`config.mk`:
```
export PLATFORM = sky130hd
export DESIGN_NAME = two_region_sample_quantizer_top
export DESIGN_NICKNAME = d
export VERILOG_FILES = /design/src/rtl/core/trsq_pkg.sv /design/src/rtl/core/trsq_div.sv /design/src/rtl/core/two_region_sample_quantizer_top.sv
export SDC_FILE = /design/constraint.sdc
export NUM_CORES = 2
export LEC_CHECK = 0
export BUFFER_PORTS_ARGS = -buffer_cell sky130_fd_sc_hd__buf_2
export CAP_MARGIN = 20
export CORE_MARGIN = 2
export CORE_UTILIZATION = 53
export DETAILED_ROUTE_END_ITERATION = 10
export GPL_TIMING_DRIVEN = 1
export PLACE_DENSITY = 0.69
export SKIP_CTS_REPAIR_TIMING = 1
export SYNTH_ARGS = -nofsm -noshare
export SYNTH_HDL_FRONTEND = slang
export SYNTH_SLANG_ARGS = --single-unit
```
`constraint.sdc`:
```
create_clock -name clk_i -period 15.1 [get_ports clk_i]
set_input_delay 0.755 -clock clk_i [delete_from_list [all_inputs] [get_ports clk_i]]
set_output_delay 0.755 -clock clk_i [all_outputs]
set_load 0.02 [all_outputs]
```
`src/rtl/core/trsq_pkg.sv`:
```
package trsq_pkg;

  // field widths
  localparam int SampleW  = 16;
  localparam int ShareW   = 17;
  localparam int QbitsW   = 4;
  localparam int TokenW   = 16;
  localparam int CfgIdxW  = 2;
  localparam int CfgDataW = 17;

  // token bits below the sign: the largest scale is 2^15 - 1
  localparam int QuotW = 15;

  // unity in the q1.16 share format
  localparam logic [ShareW-1:0] ShareOne = 17'd65536;

  localparam logic signed [TokenW-1:0] InvalidToken = 16'sh8000;

  // register reset values
  localparam logic signed [SampleW-1:0] FineLowRst   = -16'sd4096;
  localparam logic signed [SampleW-1:0] FineHighRst  = 16'sd4096;
  localparam logic [ShareW-1:0]         FineShareRst = 17'd32768;
  localparam logic [QbitsW-1:0]         QuantBitsRst = 4'd8;

  typedef enum logic [CfgIdxW-1:0] {
    CFG_FINE_LOW   = 2'd0,
    CFG_FINE_HIGH  = 2'd1,
    CFG_FINE_SHARE = 2'd2,
    CFG_QUANT_BITS = 2'd3
  } cfg_idx_e;

  // control that travels beside the data of each beat
  typedef struct packed {
    logic valid;
    logic invalid;
  } beat_ctl_t;

endpackage

```
`src/rtl/core/trsq_div.sv`:
```
module trsq_div #(
  parameter int DenW = 32
) (
  input  logic                                clk_i,
  input  logic                                rst_ni,
  input  trsq_pkg::beat_ctl_t                 ctl_i,
  input  logic [DenW+trsq_pkg::QuotW-1:0]     num_i,
  input  logic [DenW-1:0]                     den_i,
  output trsq_pkg::beat_ctl_t                 ctl_o,
  output logic [trsq_pkg::QuotW-1:0]          quot_o
);

  localparam int QW = trsq_pkg::QuotW;

  // one restoring step per stage, quotient msb first
  trsq_pkg::beat_ctl_t ctl_q [QW];
  logic [DenW-1:0]     rem_q [QW];
  logic [QW-1:0]       low_q [QW];
  logic [DenW-1:0]     den_q [QW];
  logic [QW-1:0]       quo_q [QW];

  for (genvar k = 0; k < QW; k++) begin : g_stage
    trsq_pkg::beat_ctl_t ctl_p;
    logic [DenW-1:0]     rem_p;
    logic [QW-1:0]       low_p;
    logic [DenW-1:0]     den_p;
    logic [QW-1:0]       quo_p;
    logic [DenW:0]       trial;
    logic [DenW+1:0]     diff;
    logic                take;

    if (k == 0) begin : g_first
      // upper part of the numerator is already below the divisor
      assign ctl_p = ctl_i;
      assign rem_p = num_i[DenW+QW-1:QW];
      assign low_p = num_i[QW-1:0];
      assign den_p = den_i;
      assign quo_p = '0;
    end else begin : g_next
      assign ctl_p = ctl_q[k-1];
      assign rem_p = rem_q[k-1];
      assign low_p = low_q[k-1];
      assign den_p = den_q[k-1];
      assign quo_p = quo_q[k-1];
    end

    always_comb begin
      trial = {rem_p, low_p[QW-1]};
      diff  = {1'b0, trial} - {2'b00, den_p};
      take  = ~diff[DenW+1];
    end

    always_ff @(posedge clk_i or negedge rst_ni) begin
      if (!rst_ni) begin
        ctl_q[k] <= '0;
      end else begin
        ctl_q[k] <= ctl_p;
      end
    end

    always_ff @(posedge clk_i) begin
      rem_q[k] <= take ? diff[DenW-1:0] : trial[DenW-1:0];
      low_q[k] <= {low_p[QW-2:0], 1'b0};
      den_q[k] <= den_p;
      quo_q[k] <= {quo_p[QW-2:0], take};
    end
  end

  assign ctl_o  = ctl_q[QW-1];
  assign quot_o = quo_q[QW-1];

endmodule

```
`src/rtl/core/two_region_sample_quantizer_top.sv`:
```
// channel  | direction | handshake                     | payload
// ---------+-----------+-------------------------------+-------------------------------
// sample   | in        | start & !busy                 | sample_i, is_invalid_i
// token    | out       | done_o, one cycle, no backoff | token_o
// config   | in        | cfg_valid_i & cfg_ready_o     | cfg_index_i, cfg_data_i
//
// one sample beat per cycle; busy never rises
// from accept to the done_o cycle a beat passes through the four front stages,
//   the 15-stage restoring divider and the output register
// rst_ni clears the valid bits of every stage and loads the register defaults
// the token side has no stall, so the pipeline always advances
// cfg_ready_o is always high; write only while no beat is in flight
module two_region_sample_quantizer_top #(
  parameter int SAMPLE_FRAC_BITS = 12
) (
  input  logic                                   clk_i,
  input  logic                                   rst_ni,
  // sample beats
  input  logic                                   start,
  output logic                                   busy,
  input  logic signed [trsq_pkg::SampleW-1:0]    sample_i,
  input  logic                                   is_invalid_i,
  // token beats
  output logic                                   done_o,
  output logic signed [trsq_pkg::TokenW-1:0]     token_o,
  // register writes
  input  logic                                   cfg_valid_i,
  output logic                                   cfg_ready_o,
  input  logic [trsq_pkg::CfgIdxW-1:0]           cfg_index_i,
  input  logic [trsq_pkg::CfgDataW-1:0]          cfg_data_i
);

  // clamp limit and full span of the clamped range, in sample lsbs
  localparam int Lim     = 3 << SAMPLE_FRAC_BITS;
  localparam int Span    = 6 << SAMPLE_FRAC_BITS;
  localparam int SpanW   = $clog2(Span + 1);
  // divisor: fine window gives span<<16, coarse maps give Span<<17
  localparam int DenW    = (SpanW + 17 > 32) ? SpanW + 17 : 32;
  localparam int OpbRawW = $clog2(2 * Span + 1);
  localparam int OpbW    = (OpbRawW > 16) ? OpbRawW : 16;
  localparam int OpaW    = trsq_pkg::ShareW;
  localparam int NumW    = DenW + 1;
  localparam int QW      = trsq_pkg::QuotW;
  localparam int XW      = DenW + QW;
  localparam int Latency = 5 + QW;

  localparam logic signed [17:0] LimS      = 18'(Lim);
  localparam logic [OpbW-1:0]    SpanB     = OpbW'(Span);
  localparam logic [NumW-1:0]    TwoSpan   = NumW'(2 * Span);
  localparam logic [DenW-1:0]    CoarseDen = DenW'(Span) << 17;

  logic accept;
  assign accept      = start & ~busy;
  assign busy        = 1'b0;
  assign cfg_ready_o = 1'b1;

  // ---------------------------------------------------------------------------
  // configuration registers
  // ---------------------------------------------------------------------------
  logic signed [trsq_pkg::SampleW-1:0] fine_low_q, fine_high_q;
  logic [trsq_pkg::ShareW-1:0]         fine_share_q;
  logic [trsq_pkg::QbitsW-1:0]         quant_bits_q;

  always_ff @(posedge clk_i or negedge rst_ni) begin
    if (!rst_ni) begin
      fine_low_q   <= trsq_pkg::FineLowRst;
      fine_high_q  <= trsq_pkg::FineHighRst;
      fine_share_q <= trsq_pkg::FineShareRst;
      quant_bits_q <= trsq_pkg::QuantBitsRst;
    end else if (cfg_valid_i && cfg_ready_o) begin
      case (trsq_pkg::cfg_idx_e'(cfg_index_i))
        trsq_pkg::CFG_FINE_LOW:   fine_low_q   <= cfg_data_i[15:0];
        trsq_pkg::CFG_FINE_HIGH:  fine_high_q  <= cfg_data_i[15:0];
        trsq_pkg::CFG_FINE_SHARE: fine_share_q <= cfg_data_i;
        trsq_pkg::CFG_QUANT_BITS: quant_bits_q <= cfg_data_i[3:0];
        default: ;
      endcase
    end
  end

  // ---------------------------------------------------------------------------
  // stage 1: clamp the sample to +-3.0
  // ---------------------------------------------------------------------------
  trsq_pkg::beat_ctl_t c1_d, c1_q;
  logic signed [17:0]  sample_x, clamp_x;
  logic signed [15:0]  s1_q;

  always_comb begin
    c1_d     = '{valid: accept, invalid: is_invalid_i};
    sample_x = {{2{sample_i[15]}}, sample_i};
    if (sample_x < -LimS) begin
      clamp_x = -LimS;
    end else if (sample_x > LimS) begin
      clamp_x = LimS;
    end else begin
      clamp_x = sample_x;
    end
  end

  always_ff @(posedge clk_i or negedge rst_ni) begin
    if (!rst_ni) begin
      c1_q <= '0;
    end else begin
      c1_q <= c1_d;
    end
  end

  always_ff @(posedge clk_i) begin
    s1_q <= clamp_x[15:0];
  end

  // ---------------------------------------------------------------------------
  // stage 2: window test, multiplier operands and divisor
  // fine:   num = r * (s - low),                den = (high - low) << 16, or 1 if high == low
  // coarse: num = 2*r*span + (1-r)*(u [+ span]), den = span << 17
  // ---------------------------------------------------------------------------
  trsq_pkg::beat_ctl_t c2_q;
  logic signed [16:0]  s_ext, fl_ext, fh_ext, diff_lo, win_span;
  logic signed [17:0]  u_s;
  logic                in_win, degen;
  logic [OpaW-1:0]     r_w, opa_d, opa_q;
  logic [OpbW-1:0]     opb_d, opb_q;
  logic [NumW-1:0]     addc_d, addc_q;
  logic [DenW-1:0]     den_d, den2_q;
  logic                zero_d, zero2_q;

  always_comb begin
    s_ext    = {s1_q[15], s1_q};
    fl_ext   = {fine_low_q[15], fine_low_q};
    fh_ext   = {fine_high_q[15], fine_high_q};
    in_win   = (s_ext >= fl_ext) && (s_ext <= fh_ext);
    degen    = (fine_high_q == fine_low_q);
    diff_lo  = s_ext - fl_ext;
    win_span = fh_ext - fl_ext;
    u_s      = {{2{s1_q[15]}}, s1_q} + LimS;
    r_w      = (fine_share_q > trsq_pkg::ShareOne) ? trsq_pkg::ShareOne : fine_share_q;
    zero_d   = in_win && degen;
    if (in_win) begin
      opa_d  = r_w;
      opb_d  = OpbW'(diff_lo[15:0]);
      addc_d = '0;
      den_d  = degen ? DenW'(1) : DenW'({win_span[15:0], 16'h0000});
    end else begin
      opa_d  = trsq_pkg::ShareOne - r_w;
      // upper coarse map adds one more span
      opb_d  = OpbW'($unsigned(u_s)) + (s1_q[15] ? '0 : SpanB);
      addc_d = NumW'(r_w) * TwoSpan;
      den_d  = CoarseDen;
    end
  end

  always_ff @(posedge clk_i or negedge rst_ni) begin
    if (!rst_ni) begin
      c2_q <= '0;
    end else begin
      c2_q <= c1_q;
    end
  end

  always_ff @(posedge clk_i) begin
    opa_q   <= opa_d;
    opb_q   <= opb_d;
    addc_q  <= addc_d;
    den2_q  <= den_d;
    zero2_q <= zero_d;
  end

  // ---------------------------------------------------------------------------
  // stage 3: numerator
  // ---------------------------------------------------------------------------
  trsq_pkg::beat_ctl_t   c3_q;
  logic [OpaW+OpbW-1:0]  prod_ab;
  logic [NumW-1:0]       num_q;
  logic [DenW-1:0]       den3_q;
  logic                  zero3_q;

  assign prod_ab = opa_q * opb_q;

  always_ff @(posedge clk_i or negedge rst_ni) begin
    if (!rst_ni) begin
      c3_q <= '0;
    end else begin
      c3_q <= c2_q;
    end
  end

  always_ff @(posedge clk_i) begin
    num_q   <= NumW'(prod_ab) + addc_q;
    den3_q  <= den2_q;
    zero3_q <= zero2_q;
  end

  // ---------------------------------------------------------------------------
  // stage 4: times 2^quant_bits - 1; the quotient never exceeds that scale
  // ---------------------------------------------------------------------------
  trsq_pkg::beat_ctl_t c4_q;
  logic [15:0]         pow_w;
  logic [QW-1:0]       scale_w;
  logic [NumW+QW-1:0]  prod_x;
  logic [XW-1:0]       x_q;
  logic [DenW-1:0]     den4_q;

  always_comb begin
    pow_w   = 16'(1) << quant_bits_q;
    scale_w = QW'(pow_w - 16'd1);
    prod_x  = num_q * scale_w;
  end

  always_ff @(posedge clk_i or negedge rst_ni) begin
    if (!rst_ni) begin
      c4_q <= '0;
    end else begin
      c4_q <= c3_q;
    end
  end

  always_ff @(posedge clk_i) begin
    x_q    <= zero3_q ? '0 : XW'(prod_x);
    den4_q <= den3_q;
  end

  // ---------------------------------------------------------------------------
  // stages 5..19: pipelined divider
  // ---------------------------------------------------------------------------
  trsq_pkg::beat_ctl_t div_ctl;
  logic [QW-1:0]       quot_w;

  trsq_div #(
    .DenW (DenW)
  ) u_div (
    .clk_i  (clk_i),
    .rst_ni (rst_ni),
    .ctl_i  (c4_q),
    .num_i  (x_q),
    .den_i  (den4_q),
    .ctl_o  (div_ctl),
    .quot_o (quot_w)
  );

  // ---------------------------------------------------------------------------
  // output register
  // ---------------------------------------------------------------------------
  logic                                done_q;
  logic signed [trsq_pkg::TokenW-1:0]  token_q;

  always_ff @(posedge clk_i or negedge rst_ni) begin
    if (!rst_ni) begin
      done_q <= 1'b0;
    end else begin
      done_q <= div_ctl.valid;
    end
  end

  always_ff @(posedge clk_i) begin
    token_q <= div_ctl.invalid ? trsq_pkg::InvalidToken : signed'({1'b0, quot_w});
  end

  assign done_o  = done_q;
  assign token_o = token_q;

  // ---------------------------------------------------------------------------
  // checks
  // ---------------------------------------------------------------------------
  a_latency: assert property (@(posedge clk_i) disable iff (!rst_ni)
    accept |-> ##Latency done_o)
    else $error("token beat missing after fixed latency");

  a_invalid_token: assert property (@(posedge clk_i) disable iff (!rst_ni)
    (accept && is_invalid_i) |-> ##Latency (token_o == trsq_pkg::InvalidToken))
    else $error("invalid sample did not give the invalid token");

  a_valid_token: assert property (@(posedge clk_i) disable iff (!rst_ni)
    (accept && !is_invalid_i) |-> ##Latency !token_o[trsq_pkg::TokenW-1])
    else $error("valid sample gave a negative token");

endmodule
```
; After elaboration in Yosys (flattened, before gate mapping)
; Memories as Yosys holds them, arrays and structs flattened.
; Index checks and enable logic that the tools add are counted.
[word_totals]
register_bits = 368
latchBits = 0
ram_bits = 1395
rom_bits = 0
out_inout_bits = 19
elab_cells = 145
n_memories = 4
[memory_table]
columns = memory, words, width, rd, rd_ports_with_merged_regs, write_ports, line_no
row1 = u_div.den_q, 15, 32, 14, 0, 15, trsq_div.sv:19  ; logic [DenW-1:0] den_q [QW];
row2 = u_div.rem_q, 15, 32, 14, 0, 15, trsq_div.sv:17  ; logic [DenW-1:0] rem_q [QW];
row3 = u_div.quo_q, 15, 15, 15, 0, 15, trsq_div.sv:20  ; logic [QW-1:0] quo_q [QW];
row4 = u_div.low_q, 15, 14, 14, 0, 15, trsq_div.sv:18  ; logic [QW-1:0] low_q [QW];
[classes]
add_sub_neg = 22
mul = 3
div_mod_pow = 0
magnitude_cmp = 5
n_eq_ne = 4
n_shift = 1
muxes = 22
n_bitwise = 16
reduce_logical = 9
[op_table]
columns = operator, n
row1 = 32-bit two-way mux, 16
row2 = 33-bit by 32-bit subtractor with 34-bit output, 15
row3 = 16-bit two-way mux, 3
row4 = 33-bit by 15-bit multiplier with 47-bit output, 1
row5 = 17-bit two-way mux, 2
row6 = 33-bit adder, 1
row7 = 17-bit by 16-bit multiplier with 33-bit output, 1
row8 = 16-bit subtractor, 2
row9 = "17-bit by 2-bit multiplier with 19-bit output, second input constant", 1
row10 = "17-bit > comparator, second input constant", 1
row11 = "17-bit subtractor, first input constant", 1
row12 = 16-bit by 15-bit adder with 16-bit output, 1
row13 = "16-bit by 15-bit adder with 16-bit output, second input constant", 1
row14 = 16-bit equality test, 1
row15 = 16-bit >= comparator, 1
row16 = "16-bit by 15-bit > comparator with 1-bit output, second input constant", 1
row17 = 16-bit less-or-equal comparator, 1
row18 = "16-bit by 15-bit less-than comparator with 1-bit output, second input constant", 1
row19 = 1-bit NOT, 16
row20 = 15-bit two-way mux, 1
row21 = "1-bit by 4-bit << shifter with 15-bit output, first input constant", 1
row22 = "15-bit by 1-bit subtractor with 15-bit output, second input constant", 1
row23 = 2-bit AND reduction, 4
row24 = "2-bit equality test, second input constant", 2
row25 = other kinds (4), 6

; Longest topological paths before layout
[logic_depth]
word_depth = 4
ltp_mapped = 35

; Hierarchy
; From an unflattened synthesis, not the netlist that was laid out.
[hier_totals]
cells_unflattened = 9264
hier_area_um2 = 87462.6
[by_module_without_submodules]
columns = mod, instances, cells_each, area_per_inst_um2
row1 = trsq_div, 1, 5444, 52297.7
row2 = two_region_sample_quantizer_top, 1, 3820, 35165.0

; Worst setup path after synthesis
; OpenSTA, ideal clock, no wires.
[synth_timing]
kind = register to register
start = register quant_bits_q[2] in the netlist's numbering
end = register x_q[42]
arrival_ns = 8.072
setup_slack_ns = 6.901
path_stages_with_launch = 34
cell_sequence = dfrtp_1 -> clkbuf_1 -> or3_1 -> clkbuf_1 -> or2_2 -> clkbuf_1 -> clkbuf_1 -> ha_1 -> clkbuf_1 -> nand2b_1 -> o22a_1 -> o22ai_1 -> clkbuf_1 -> nand2_1 -> fa_1 -> inv_1 -> fa_1 -> fa_1 -> fa_1 -> fa_1 -> inv_1 -> fa_1 -> inv_1 -> ha_1 -> a21o_1 -> a31o_2 -> a2111oi_0 -> o21ai_0 -> o211ai_1 -> nand2_1 -> a221oi_1 -> o21ai_0 -> xnor2_1 -> nor2_1
[synth_between]
elab_chain_cells = 3
[synth_rtl]
columns = element, line_no
row1 = "start, declared", two_region_sample_quantizer_top.sv:62  ; logic [trsq_pkg::QbitsW-1:0] quant_bits_q;
row2 = "start signal, assigned", two_region_sample_quantizer_top.sv:69  ; quant_bits_q <= trsq_pkg::QuantBitsRst;
row3 = "start signal, assigned", two_region_sample_quantizer_top.sv:75  ; trsq_pkg::CFG_QUANT_BITS: quant_bits_q <= cfg_data_i[3:0];
row4 = 1-bit by 4-bit << shifter with 15-bit output, two_region_sample_quantizer_top.sv:204  ; pow_w = 16'(1) << quant_bits_q;
row5 = 15-bit by 1-bit subtractor with 15-bit output, two_region_sample_quantizer_top.sv:205  ; scale_w = QW'(pow_w - 16'd1);
row6 = 33-bit by 15-bit multiplier with 47-bit output, two_region_sample_quantizer_top.sv:206  ; prod_x = num_q * scale_w;
row7 = "end signal, assigned", two_region_sample_quantizer_top.sv:218  ; x_q <= zero3_q ? '0 : XW'(prod_x);
row8 = "end, declared", two_region_sample_quantizer_top.sv:200  ; logic [XW-1:0] x_q;
; No other way between the ends.
; A chain may end at the register's enable or synchronous reset.

; Worst setup path in the final report
[layout_timing]
start = register quant_bits_q[2] in the netlist's numbering
end = register x_q[46]
; The elaborated chain is that of the path after synthesis.

==> results by group <==
Global routing
  • Global Route Usage Sum: 23.2%
  • Number of global-route vias before repair: 53200
  • Initial antenna violation count: 2
  • GRT overflow: 0
  • Largest net degree at the start of global routing: 90
  • Global-route wire length before repair: 266000 µm

Synthesis
  • Post-synthesis sequential area ratio: 34.3%
  • Post-synthesis adder-cell area fraction: 27.2%
  • Most common cell in the synthesized netlist: dfxtp_1
  • Main combinational cell family by area after synthesis: adder cells
  • Xor-xnor portion of the synthesized cell area: 5.88%
  • Synth Area per Inst: between 9 and 10 µm²
  • Post-synthesis compound-gate area fraction: 9.38%
  • Synth Area in Simple Gates: between 10% and 20%
  • Post-synth top area cell: dfxtp_1
  • Syn_nets: 8883
  • Syn Inst Count: 7645
  • Cell Area, Synth: 72500 µm²
  • Synth Register Bits: 1220
  • Largest cells by area after synthesis: dfxtp_1 (31%), fa_1 (17%), ha_1 (9.8%)
  • Prevailing post-synth register cell: dfxtp_1
  • Post-synth EDFFs: 0
  • Warning count from the yosys run: 0
  • Synth top cells by count: dfxtp_1 (1128), inv_1 (1018), nand2_1 (759), fa_1 (630), ha_1 (568)
  • Post-synth top area share: 31.1%
  • Synth unique cells: slightly above 90
  • FFs w/ async S/R, synth: 7.54%
  • Post-synthesis mux area share: 1.04%

Die
  • Starting Density: 53.5%
  • Row count: 135
  • Core area: between 100000 and 150000 µm²
  • Die width: 374 µm
  • Die footprint: 140000 µm²
  • # IOs: 59
  • Die H: between 300 and 400 µm

Clocking
  • Num CTS Buffers: 119
  • Clock-pin slew on the worst setup and hold paths: 0.07 ns
  • Clock root cell: clkbuf_16
  • Skew-Pair Late Insertion Delay: 0.76 ns
  • CTS tree: built
  • H-tree levels: 3
  • Clock sink count: 1220
  • CTS Buffer Depth: 3

Hold path
  • Hold Path Class: primary input to register

STA
  • Fin crit share: 64.0%
  • Setup TNS: 0 ns
  • Worst slew pin tran: 1.07 ns
  • # setup viols final: 0
  • Skew final: between 0.06 and 0.07 ns
  • Min Tclk post-route: 9.66 ns
  • Slew headroom: 28.2%
  • Hold slack: 0.131 ns
  • Slew Limit Fails: 0
  • Setup repair after global routing missed its margin: false
  • Fmax: just over 0.1 GHz
  • Final number of hold-violating endpoints: 0

Routing
  • Drt initial violations: 2772
  • Drt total wl: 161000 µm
  • Avg WL per Cell: 16.9 µm
  • Final ANT Viol Nets: 0
  • # DRC: 0
  • Routed vias/inst: 5.41
  • First drt pass iteration count: 6
  • DR vias: roughly 51000

Finish
  • Layout cells sized above 1: ~5.7%
  • Post-Layout Cell Count: 9517
  • Total of fill cells in the finished design: roughly 12000
  • Final nets: 8865
  • Final core utilization: around three fifths
  • Area delta synth->final: 8.78%

Placement
  • # port buffers: 56
  • Post-Place Cells: roughly 9300
  • DP HPWL: between 100000 and 150000 µm
  • Gpl congestion: 0.900

Worst setup path
  • CP Launch Type: register
  • Setup crit end kind: register
  • Arr. time, crit path: 10.23 ns
  • Crit path top cell by count: fa_1
  • Slowest CP cell: o21ai_4
  • CP peak stage delay: 0.84 ns
  • Crit Path Category: register to register
  • Worst path required time: between 15 and 20 ns
  • Critical-path maximum fanout: 44

Flow run
  • Maxcap violations: 0

Status
  • Status: complete, no violations
-- kinds of logic after synthesis --
logic type	Yosys count
and+or+nand+nor	2319
buffers and inverters	1260
DFF	1220
adders and majority gates	1199
AOI/OAI and AO/OA	1090
xor gates and xnor gates	487
muxes	68
other	2
-- layout make-up --
| type | count | area (µm²) | share of cell area (%) |
|---|---|---|---|
| multi-input combinational | 5165 | 43000 | 54.5 |
| sequential | 1220 | 24900 | 31.5 |
| inverter | 1024 | 3840 | 4.87 |
| clock buffer | 161 | 3410 | 4.32 |
| tap | 1781 | 2230 | 2.82 |
| clock inverter | 66 | 961 | 1.22 |
| timing repair buffer | 97 | 593 | 0.751 |
| antenna | 3 | 7.51 | 0.00951 |
-- critical path: cells and delay by family, from the launching register on --
family / cells / cell delay [ns]
XOR/XNOR: 1 / 0.17
AO/OA/AOI/OAI: 9 / 2.90
adder cells (fa/ha/maj): 8 / 3.73
buffers and inverters: 4 / 0.49
flip-flops: 1 / 0.38
AND/OR/NAND/NOR: 6 / 1.85
-- worst paths after layout --
check                                       startpoint  slack, ns                          end  cells after the start
setup reg to reg           quant_bits_q[2]$_DFFE_PN0P_       5.44           x_q[46]$_SDFF_PP0_                     28
hold / removal                                   start       0.13            c1_q[1]$_DFF_PN0_                      1
min in group asynchronous                       rst_ni       0.52            c1_q[1]$_DFF_PN0_                      2
max in group asynchronous                       rst_ni      13.44  fine_share_q[1]$_DFFE_PN0P_                      3
hold reg to reg             u_div.low_q[0][26]$_DFF_P_       0.27   u_div.low_q[1][13]$_DFF_P_                      0
setup / recovery           quant_bits_q[2]$_DFFE_PN0P_       5.44           x_q[46]$_SDFF_PP0_                     28
-- registers in the layout, indices dropped and copies added, names as in the netlist, 4 cells and up --
register and flops:
u_div.den_q 238, token_o 16, fine_low_q 16, u_div.rem_q 448, den4_q 17, quant_bits_q 4, addc_q 19, num_q 33
den3_q 17, opa_q 17, s1_q 16, den2_q 17, u_div.quo_q 120, fine_high_q 16, u_div.ctl_q 28, opb_q 16
fine_share_q 17, u_div.low_q 105, x_q 47
-- layer usage --
metal / wire length, µm / global-route usage [%]
met1: 64400 / 27.2
met2: 81400 / 42.1
met3: 7330 / 3.29
met4: 7430 / 10.2
met5: 27 / 0
-- placed cells by master, fill, tap and decap left out, types with 55 or more instances in the layout --
master     count
dfrtp_1       85
inv_1       1018
buf_2         55
and2_1       232
fa_1         630
nor2b_1      123
a21o_1       129
xnor2_1      229
nand3_1      179
mux2_2        57
nor4_1        66
dfxtp_1     1127
nand2_1      759
o21ai_0      312
nor3_1       136
a21oi_1      293
and3_1        65
ha_1         568
nand2b_1      67
xor2_1       257
clkbuf_16    120
nor2_1       457
-- through the flow --
step | area, µm² | setup WS, ns
after CTS | 78900 | 5.51
after detailed placement | 74500 | 5.58
final | 78900 | 5.44
after global placement | 74500 | 5.61
after floorplan | 72500 | 6.90
after global routing | 78900 | 4.93
Power is left out: the tool's default activity adds up to more than one toggle a clock period on the data nets, which glitch-free logic cannot reach.
